`config.mk`:
```
export PLATFORM = sky130hd
export DESIGN_NAME = sme_alu
export DESIGN_NICKNAME = d
export VERILOG_FILES = /design/src/design/sme_pkg.sv /design/src/design/sme_alu.sv
export SDC_FILE = /design/constraint.sdc
export NUM_CORES = 1
export LEC_CHECK = 0
export BUFFER_PORTS_ARGS = -buffer_cell sky130_fd_sc_hd__buf_2
export CAP_MARGIN = 40
export CORE_AREA = 2 2 169 171
export CTS_CLUSTER_SIZE = 30
export DETAILED_ROUTE_END_ITERATION = 8
export DIE_AREA = 0 0 171 173
export SYNTH_ARGS = -nofsm -noshare
export SYNTH_HDL_FRONTEND = slang
export SYNTH_SLANG_ARGS = --single-unit
```
`constraint.sdc`:
```
create_clock -name i_clk -period 6 [get_ports i_clk]
set_input_delay 1.2 -clock i_clk [delete_from_list [all_inputs] [get_ports i_clk]]
set_output_delay 1.2 -clock i_clk [all_outputs]
set_load 0.02 [all_outputs]
```
`src/design/sme_pkg.sv`:
```
// Shared types and codes for the stack machine execute core.
`default_nettype none
package sme_pkg;

    // Program address space; branch targets are ten bits wide to match it.
    localparam int PROGRAM_DEPTH = 1024;

    typedef enum logic [4:0] {
        OP_PSH = 5'd0,  OP_POP = 5'd1,  OP_POR = 5'd2,  OP_ADD = 5'd3,
        OP_SUB = 5'd4,  OP_MUL = 5'd5,  OP_DIV = 5'd6,  OP_MOV = 5'd7,
        OP_CMP = 5'd8,  OP_JMP = 5'd9,  OP_JIE = 5'd10, OP_JNE = 5'd11,
        OP_ALC = 5'd12, OP_FRE = 5'd13, OP_ST  = 5'd14, OP_LD  = 5'd15,
        OP_MSG = 5'd16, OP_HLT = 5'd17
    } t_op;

    typedef enum logic [2:0] {
        ST_OK = 3'd0, ST_HALTED = 3'd1, ST_UNDER = 3'd2,
        ST_OVER = 3'd3, ST_DIVZ = 3'd4, ST_NOCELL = 3'd5
    } t_status;

    localparam logic [1:0] MODE_STACK = 2'd0;
    localparam logic [1:0] MODE_IMM   = 2'd1;

    typedef struct packed {
        logic [4:0]         func;
        logic signed [31:0] imm;
        logic [2:0]         dst_sel;
        logic [2:0]         src_sel;
        logic [1:0]         operand_mode;
        logic [9:0]         jump_target;
    } t_in_item;

    typedef struct packed {
        logic [2:0]         status;
        logic               branch_taken;
        logic [9:0]         branch_target;
        logic               shown_valid;
        logic signed [31:0] shown_value;
    } t_out_item;

    typedef enum logic [1:0] {
        ALU_MUL = 2'd0, ALU_DIV = 2'd1
    } t_alu_op;

    // Start request and done report between sequencer and shared unit.
    typedef struct packed {
        logic    start;
        t_alu_op op;
    } t_alu_req;

    typedef struct packed {
        logic busy;
        logic done;
    } t_alu_rsp;

    typedef enum logic [2:0] {
        S_IDLE, S_RD1, S_RD2, S_EXEC, S_ALU, S_WAIT, S_OUT
    } t_state;

endpackage
`default_nettype wire

```
`src/design/sme_alu.sv`:
```
// Shared iterative unit: shift-add multiply and restoring signed divide, one bit a cycle.
`default_nettype none
module sme_alu (
    input  wire logic            i_clk,
    input  wire logic            i_rst_n,
    input  wire sme_pkg::t_alu_req i_req,
    input  wire logic [31:0]     i_a,
    input  wire logic [31:0]     i_b,
    output sme_pkg::t_alu_rsp    o_rsp,
    output logic [31:0]          o_result
);
    logic          r_busy, n_busy;
    logic          r_done, n_done;
    logic [5:0]    r_cnt, n_cnt;
    sme_pkg::t_alu_op r_op, n_op;
    logic [31:0]   r_acc, n_acc;   // product or remainder
    logic [31:0]   r_q, n_q;       // multiplier shift or quotient
    logic [31:0]   r_b, n_b;       // multiplicand or divisor magnitude
    logic          r_neg, n_neg;
    logic [32:0]   trial;

    always_ff @(posedge i_clk) begin
        if (!i_rst_n) begin
            r_busy <= 1'b0;
            r_done <= 1'b0;
            r_cnt  <= '0;
        end else begin
            r_busy <= n_busy;
            r_done <= n_done;
            r_cnt  <= n_cnt;
        end
        r_op  <= n_op;
        r_acc <= n_acc;
        r_q   <= n_q;
        r_b   <= n_b;
        r_neg <= n_neg;
    end

    always_comb begin
        n_busy = r_busy;
        n_done = 1'b0;
        n_cnt  = r_cnt;
        n_op   = r_op;
        n_acc  = r_acc;
        n_q    = r_q;
        n_b    = r_b;
        n_neg  = r_neg;
        trial  = {r_acc, r_q[31]} - {1'b0, r_b};
        if (i_req.start) begin
            n_busy = 1'b1;
            n_cnt  = 6'd32;
            n_op   = i_req.op;
            n_acc  = '0;
            if (i_req.op == sme_pkg::ALU_MUL) begin
                n_q = i_b;
                n_b = i_a;
                n_neg = 1'b0;
            end else begin
                n_q   = i_a[31] ? (32'd0 - i_a) : i_a;
                n_b   = i_b[31] ? (32'd0 - i_b) : i_b;
                n_neg = i_a[31] ^ i_b[31];
            end
        end else if (r_busy) begin
            if (r_op == sme_pkg::ALU_MUL) begin
                // Product modulo 2^32: add shifted multiplicand per multiplier bit.
                n_acc = r_acc + (r_q[0] ? r_b : 32'd0);
                n_q   = {1'b0, r_q[31:1]};
                n_b   = {r_b[30:0], 1'b0};
            end else begin
                if (!trial[32]) begin
                    n_acc = trial[31:0];
                    n_q   = {r_q[30:0], 1'b1};
                end else begin
                    n_acc = {r_acc[30:0], r_q[31]};
                    n_q   = {r_q[30:0], 1'b0};
                end
            end
            n_cnt = r_cnt - 6'd1;
            if (r_cnt == 6'd1) begin
                n_busy = 1'b0;
                n_done = 1'b1;
            end
        end
    end

    assign o_rsp.busy = r_busy;
    assign o_rsp.done = r_done;
    assign o_result = (r_op == sme_pkg::ALU_MUL) ? r_acc :
                      (r_neg ? (32'd0 - r_q) : r_q);

    a_done_after_busy: assert property (@(posedge i_clk) disable iff (!i_rst_n)
        r_done |-> $past(r_busy))
        else $error("done without prior busy");
    a_no_start_busy: assert property (@(posedge i_clk) disable iff (!i_rst_n)
        r_busy |-> !i_req.start)
        else $error("start while busy");
    a_cnt_live: assert property (@(posedge i_clk) disable iff (!i_rst_n)
        r_busy |-> r_cnt != 6'd0)
        else $error("busy with zero count");

endmodule
`default_nettype wire

```
* Word level (Yosys, flattened, before mapping)
Index checks and enable logic that the tools add are counted.
** Cells by class
- $add $sub $neg :: 6
- Equality and inequality tests :: 1
- Mux-type cells :: 22
- Bitwise gates (word level) :: 3
- Reductions and logical operators :: 7
** Operators with widths (number)
- $mux W32 :: 15
- $sub A1 B32 Y32 const A :: 3
- $sub A33 B32 Y33 :: 1
- $add A32 B32 Y32 :: 1
- $mux W6 :: 2
- $eq A6 B1 Y1 const B :: 1
- $sub A6 B1 Y6 const B :: 1
- $mux W1 :: 5
- $logic_not A2 Y1 :: 2
- $reduce_bool A2 Y1 :: 2
- $reduce_or A3 Y1 :: 1
- $not A1 Y1 :: 2
- $reduce_and A2 Y1 :: 1
- $reduce_or A2 Y1 :: 1
- $xor A1 B1 Y1 :: 1
** Storage, ports and cells
- Register bits :: 107
- Input port bits :: 69
- Output and inout port bits :: 34
- Word-level logic and storage cells :: 48

* Depth between registers and ports, before layout
Gate-level depths: netlist of run 1.
- Depth after elaboration :: 5
- Depth in mapped cells :: 15

* Worst setup path after synthesis of run 1
No wires, ideal clock.
- Path type :: register to output
- Start point :: register r_q[2]
- End point :: output o_result[27]
- Arrival time :: 3.832 ns
- Required time :: 4.800 ns
- Setup slack :: 0.968 ns
- Cell stages (with the launch flop) :: 11
- Buffers on the path :: 0
- Path through :: edfxtp_1 or3_1 or3_1 or3_4 or4_4 or3_1 or4_4 or4_4 o21ai_1 xor2_1 o21ai_0
** On the way
- Word-level cells in the longest chain between the ends :: 3
** Ends and longest elaborated chain
- start, declared :: line sme_alu.sv:17 : logic [31:0] r_q, n_q;
- start signal, assigned :: line sme_alu.sv:34 : r_q <= n_q;
- $sub A1 B32 Y32 :: line sme_alu.sv:89 : (r_neg ? (32'd0 - r_q) : r_q);
- $mux W32 :: line sme_alu.sv:89
- $mux W32 :: line sme_alu.sv:88 : assign o_result = (r_op == sme_pkg::ALU_MUL) ? r_acc :
- end, declared :: line sme_alu.sv:10 : output logic [31:0] o_result
Every way passes these cells.

* Worst setup path in the final report of run 1
- Start point :: register r_q[2]
- End point :: output o_result[29]
Same word-level chain as after synthesis.

==> metrics, run 1 <==
dpl hpwl=25520 um; IO Count=103; post-synthesis compound-gate area fraction=27.63%; vias in the first global route=9644; most common cell after layout, fill and taps aside=o21ai_0; Layout Area Growth over Synthesis=10.36%; syn nets=1560; clk root buf=clkbuf_16; YS warnings=0; Initial DRC Count=858; starting density of the core=39.78%; core area=27630 sq um; most frequent cells in the layout=o21ai_0, nand2_1, buf_2, xor2_1, nor2_1; CP Launch Type=register; Post-Layout Cell Count=1854; met1 track demand over resource=33.28%; min cycle time layout=5533 ps; Inserted Diodes=0; Global Route met2 Usage=34.09%; setup_tns=0 ps; grt met3 use=2.289%; vias=10570; RSZ-0062 raised after global routing=false; Relative slew margins=40.87%; largest net degree at the start of global routing=81; Post-synth EDFFs=67; largest family of logic cells by synthesized area=compound AO/OA/AOI/OAI gates; Worst Path Arrival=4330 ps; ranking of synthesized cells by area=edfxtp_1, o21ai_0, xor2_1; antenna violations before repair=0; Hold Path Depth=2; post-synthesis xor/xnor area fraction=11.40%; # resized after CTS=0; TritonCTS buffer count=9; critical path class=register to output pin; Nets=1610; per-cell routed wire length=17.92 um; post-synthesis mux area share=4.440%; Final setup viols=0; GRT Total Usage=22.18%; vias per inst=5.702; Clock Sinks=107; #FFs+latches synth=107; Max Cap Viol=0; Synth area leader=edfxtp_1; first-pass GRT wire length=52790 um; final wirelength=33220 um; Final Cycle Share=92.22%; Most used DFF post-synth=edfxtp_1; Max Transition Viols Final=0; Adder-Cell Fraction of Synth Area=8.106%; Site Rows=61; layout cells sized above 1=10.57%; # port buffers=102; gpl congestion=0.9504; Die Ht=173 um; # hold bufs at CTS=0; Slew @ Worst Pin=886.9 ps; FF-to-FF path depth=14; achievable clock frequency=180.7 MHz; Fin Clk Skew=8.803 ps; Syn Std Cell Area=10990 sq um; Syn Inst Count=1421; CP endpoint kind=output pin; gr ovfl total=0; leak pwr=5.111 nW; final antenna-violating net count=0; maximum vdd ir drop=0.1608 mV; Util after Layout=43.90%; synthesized area per cell=7.734 sq um; final hold vios=0; Async SR Flop Fraction=0%; DIE WIDTH=171 um; pwr/cell area=234.5 nW/um^2; Max Fanout on Critical Path=6; H-tree depth=3; die area=29580 sq um; gr busiest metal=met2; Simple-Gate Fraction of Synth Area=18.29%; DRC=0; min-delay worst type=register to register; critical path required time=4800 ps; drt pass-1 iters=5; Clk pin slew, worst setup/hold paths=70 ps; CTS tree=done; Setup Buffers After CTS=0; # fillers=2910; buffer levels on the longest clock path=2; count of different cell masters after synthesis=63; status=finished clean; post-synthesis sequential area ratio=25.59%; top cell type's share of synthesized area=18.31%; Clk Latency, worst-skew pair=360 ps; DP Cell Count=1838
==> worst max-delay path, stage by stage (launching register included) <==
cell	delay [ps]
edfxtp_1	460
or3_1	410
or3_1	340
or3_4	350
or4_4	470
or3_1	360
or4_4	470
or4_4	470
o41ai_2	250
xor2_1	170
o21ai_1	60
buf_2	160
==> cells by family after synthesis <==
| family | after synthesis |
|---|---|
| AO/OA/AOI/OAI | 487 |
| AND/OR/NAND/NOR | 435 |
| XOR/XNOR | 143 |
| buffers and inverters | 131 |
| flip-flops | 107 |
| adder cells (fa/ha/maj) | 70 |
| multiplexers | 48 |
==> state kept, by name, summed over array words and instances, names as in the netlist <==
signal  flops
r_done      1
r_q        32
r_neg       1
r_b        32
r_acc      32
r_cnt       6
r_busy      1
r_op        2
==> power by group <==
group | leakage (nW) | switching, mW | internal (mW) | total [mW]
Sequential | 1.00 | 0.101 | 0.880 | 0.981
Clock | 0.153 | 0.292 | 0.367 | 0.659
Combinational | 3.95 | 0.748 | 0.457 | 1.20
Total | 5.11 | 1.14 | 1.70 | 2.84
==> synth_stat cells (13+ instances only) <==
| cell type | number |
|---|---|
| o21ai_0 | 182 |
| nand2_1 | 180 |
| nor2_1 | 101 |
| xor2_1 | 100 |
| a21oi_1 | 83 |
| clkbuf_1 | 71 |
| ha_1 | 68 |
| edfxtp_1 | 67 |
| o211ai_1 | 54 |
| inv_1 | 52 |
| xnor2_1 | 43 |
| mux2i_1 | 42 |
| dfxtp_1 | 40 |
| o31ai_1 | 30 |
| a211oi_1 | 29 |
| nor3_1 | 29 |
| a21o_1 | 26 |
| or3_1 | 23 |
| nand3_1 | 22 |
| or4_1 | 15 |
| o22ai_1 | 13 |
==> metal layers <==
layer,share of wire [%],vias up
li1,-,5323
met1,49,4920
met3,4.8,26
met2,44,303
met5,0,-
met4,1.7,0
==> metrics by stage <==
stage          instance area [sq um]  power (mW)  hold WS, ps  setup WS (ps)
2_1_floorplan                  10990       1.829        462.7          968.2
3_3_place_gp                   11780       2.168        472.7          908.2
3_5_place_dp                   11820       2.182        483.2          859.7
4_1_cts                        12130       2.836        494.5          449.8
5_1_grt                        12130       3.014        512.2          281.3
6_report                       12130       2.844        494.7          466.7
==> path summary, 6_finish.rpt <==
kind,slack (ps),end,from
worst min-delay path,490,r_cnt[0],r_cnt[0]
worst min register to register,490,r_cnt[0],r_cnt[0]
worst max-delay path,470,o_result[29],r_q[2]
worst max register to register,1400,r_acc[9],r_q[31]
==> area by class of cell <==
cell class                      instances  area, sq um  share of cell area, %
Multi-Input combinational cell       1183         7690                  63.40
Timing Repair Buffer                  117        640.6                  5.282
Clock buffer                           10        229.0                  1.888
Clock inverter                          6        85.08                 0.7015
Tap cell                              378        473.0                  3.899
Sequential cell                       107         2813                  23.19
Inverter                               53        198.9                  1.640
Note: power is estimated with default switching activity, not from simulation.
==> run 2, diff against run 1 <==
CORE_AREA = 2 2 160 162   (was 2 2 169 171)
DIE_AREA = 0 0 162 164   (was 0 0 171 173)
==> metrics, run 2 (synthesis gave the netlist of run 1 again) <==
biggest regs=r_acc (32), r_b (32), r_q (32) (unchanged); most frequent cells in the layout=o21ai_0, nand2_1, buf_2, xor2_1, nor2_1 (unchanged); vias in the first global route=9549 (was 9644); Fin Clk Skew=14.95 ps (was 8.803 ps); Max Cap Viol=0 (unchanged); H-tree depth=3 (unchanged); min-delay worst type=register to register (unchanged); drt pass-1 iters=5 (unchanged); footprint of the multi-input gates=7690 sq um (unchanged); Max Fanout on Critical Path=6 (unchanged); setup_tns=0 ps (unchanged); min cycle time layout=5532 ps (was 5533 ps); layout cells sized above 1=10.83% (was 10.57%); Crit path max-delay family=simple AND/OR/NAND/NOR gates (unchanged); # fillers=2486 (was 2910); FF+latch area=2813 sq um (unchanged); Clk pin slew, worst setup/hold paths=90 ps (was 70 ps); achievable clock frequency=180.8 MHz (was 180.7 MHz); Die Ht=164 um (was 173 um); Nets=1611 (was 1610); clk root buf=clkbuf_16 (unchanged); Setup Buffers After CTS=0 (unchanged); CP max stage delay=470 ps (about the same); buffer levels on the longest clock path=2 (unchanged); worst path buffer plus inverter count=1 (unchanged); final antenna-violating net count=0 (unchanged); Final Cycle Share=92.20% (was 92.22%); Layout Area Growth over Synthesis=9.824% (was 10.36%); DRC=0 (unchanged); per-cell routed wire length=18.34 um (was 17.92 um); Slew @ Worst Pin=869.6 ps (was 886.9 ps); RSZ-0062 raised after global routing=false (unchanged); first-pass GRT wire length=52470 um (was 52790 um); hold slack final=500.5 ps (was 494.7 ps); final wirelength=33140 um (was 33220 um); antenna violations before repair=0 (unchanged); Inserted Diodes=0 (unchanged); # port buffers=102 (unchanged); Design Power=2.819 mW (was 2.844 mW); Util after Layout=48.63% (was 43.90%); critical path required time=4800 ps (about the same); DIE WIDTH=162 um (was 171 um); slowest stage cell, crit path=or4_4 (unchanged); Max Transition Viols Final=0 (unchanged); CP endpoint kind=output pin (unchanged); dpl hpwl=25140 um (was 25520 um); gpl congestion=0.9422 (was 0.9504); most common cell after layout, fill and taps aside=o21ai_0 (unchanged); Clk Latency, worst-skew pair=370 ps (was 360 ps); pwr/cell area=233.5 nW/um^2 (was 234.5 nW/um^2); CTS tree=done (unchanged); # hold bufs at CTS=0 (unchanged); vias per inst=5.879 (was 5.702); Clock Sinks=107 (unchanged); Worst Path Arrival=4330 ps (about the same); vias=10620 (was 10570); GRT Total Usage=24.93% (was 22.18%); TritonCTS buffer count=9 (unchanged); critical-path cell list=or3_1 > or3_1 > or3_4 > or4_4 > or3_1 > or4_4 > or4_4 > o41ai_2 > xor2_1 > o21ai_1 > buf_2 (unchanged); Relative slew margins=41.81% (was 40.87%); final hold vios=0 (unchanged); gr ovfl total=0 (unchanged); status=finished clean (unchanged); maximum vdd ir drop=0.1148 mV (was 0.1608 mV); CP Launch Type=register (unchanged); starting density of the core=44.28% (was 39.78%); die area=26570 sq um (was 29580 sq um); Initial DRC Count=897 (was 858); Final setup viols=0 (unchanged); leak pwr=5.116 nW (was 5.111 nW); largest net degree at the start of global routing=79 (was 81); Site Rows=58 (was 61); Post-DP Area=11770 sq um (was 11820 sq um); # resized after CTS=0 (unchanged); post-route cell area=12070 sq um (was 12130 sq um); core area=24820 sq um (was 27630 sq um); critical path class=register to output pin (unchanged); IO Count=103 (unchanged)
[run 2: changes by cell type in the layout (fill, tap and decap cells not counted), sizes merged]
cell	change
clkbuf	-1
clkinv	+1
buf	+1
inv	+2
bufinv	-2
[run 2: layout make-up]
cell class              count  share of cell area (%)
inverters                  53                   1.648
repair buffers            118                   5.411
clock buffers               9                   1.866
clock inverters             7                  0.6427
flip-flops and latches    107                   23.30
well taps                 330                   3.421
multi-input cells        1183                   63.71
[run 2: report_power, final]
part           internal (mW)  total, mW  switching (mW)  leakage (nW)
combinational          0.458       1.20           0.742          3.96
sequential             0.880      0.980           0.100          1.00
clock                  0.299      0.640           0.341         0.150
total                   1.64       2.82            1.18          5.12
[run 2: metrics by stage]
step,cells,setup WS (ps)
floorplan,1421,968.2
global placement,1785,914.3
detailed placement,1791,852.8
CTS,1807,451.5
global route,1807,296.8
finish,1807,467.9
[run 2: path summary, 6_finish.rpt]
kind / start / endpoint / slack (ps) / cells past startpoint
setup / recovery: r_q[2] / o_result[29] / 470 / 11
hold / removal: r_cnt[0] / r_cnt[0] / 500 / 2
setup reg to reg: r_q[31] / r_q[0] / 1280 / 13
hold reg to reg: r_cnt[0] / r_cnt[0] / 500 / 2
[run 2: routing by layer]
metal,routed length [um],GRT usage [%]
met1,16290,37.70
met2,14070,37.31
met3,1843,2.045
met4,936,8.166
met5,0,0
[run 2: worst reg2reg max path: cells and delay by family, from the launching register on]
kind / cells / cell delay [ps]
AOI/OAI and AO/OA: 7 / 2440
adders and majority gates: 2 / 660
buffers and inverters: 2 / 550
DFF: 1 / 500
and+or+nand+nor: 2 / 300
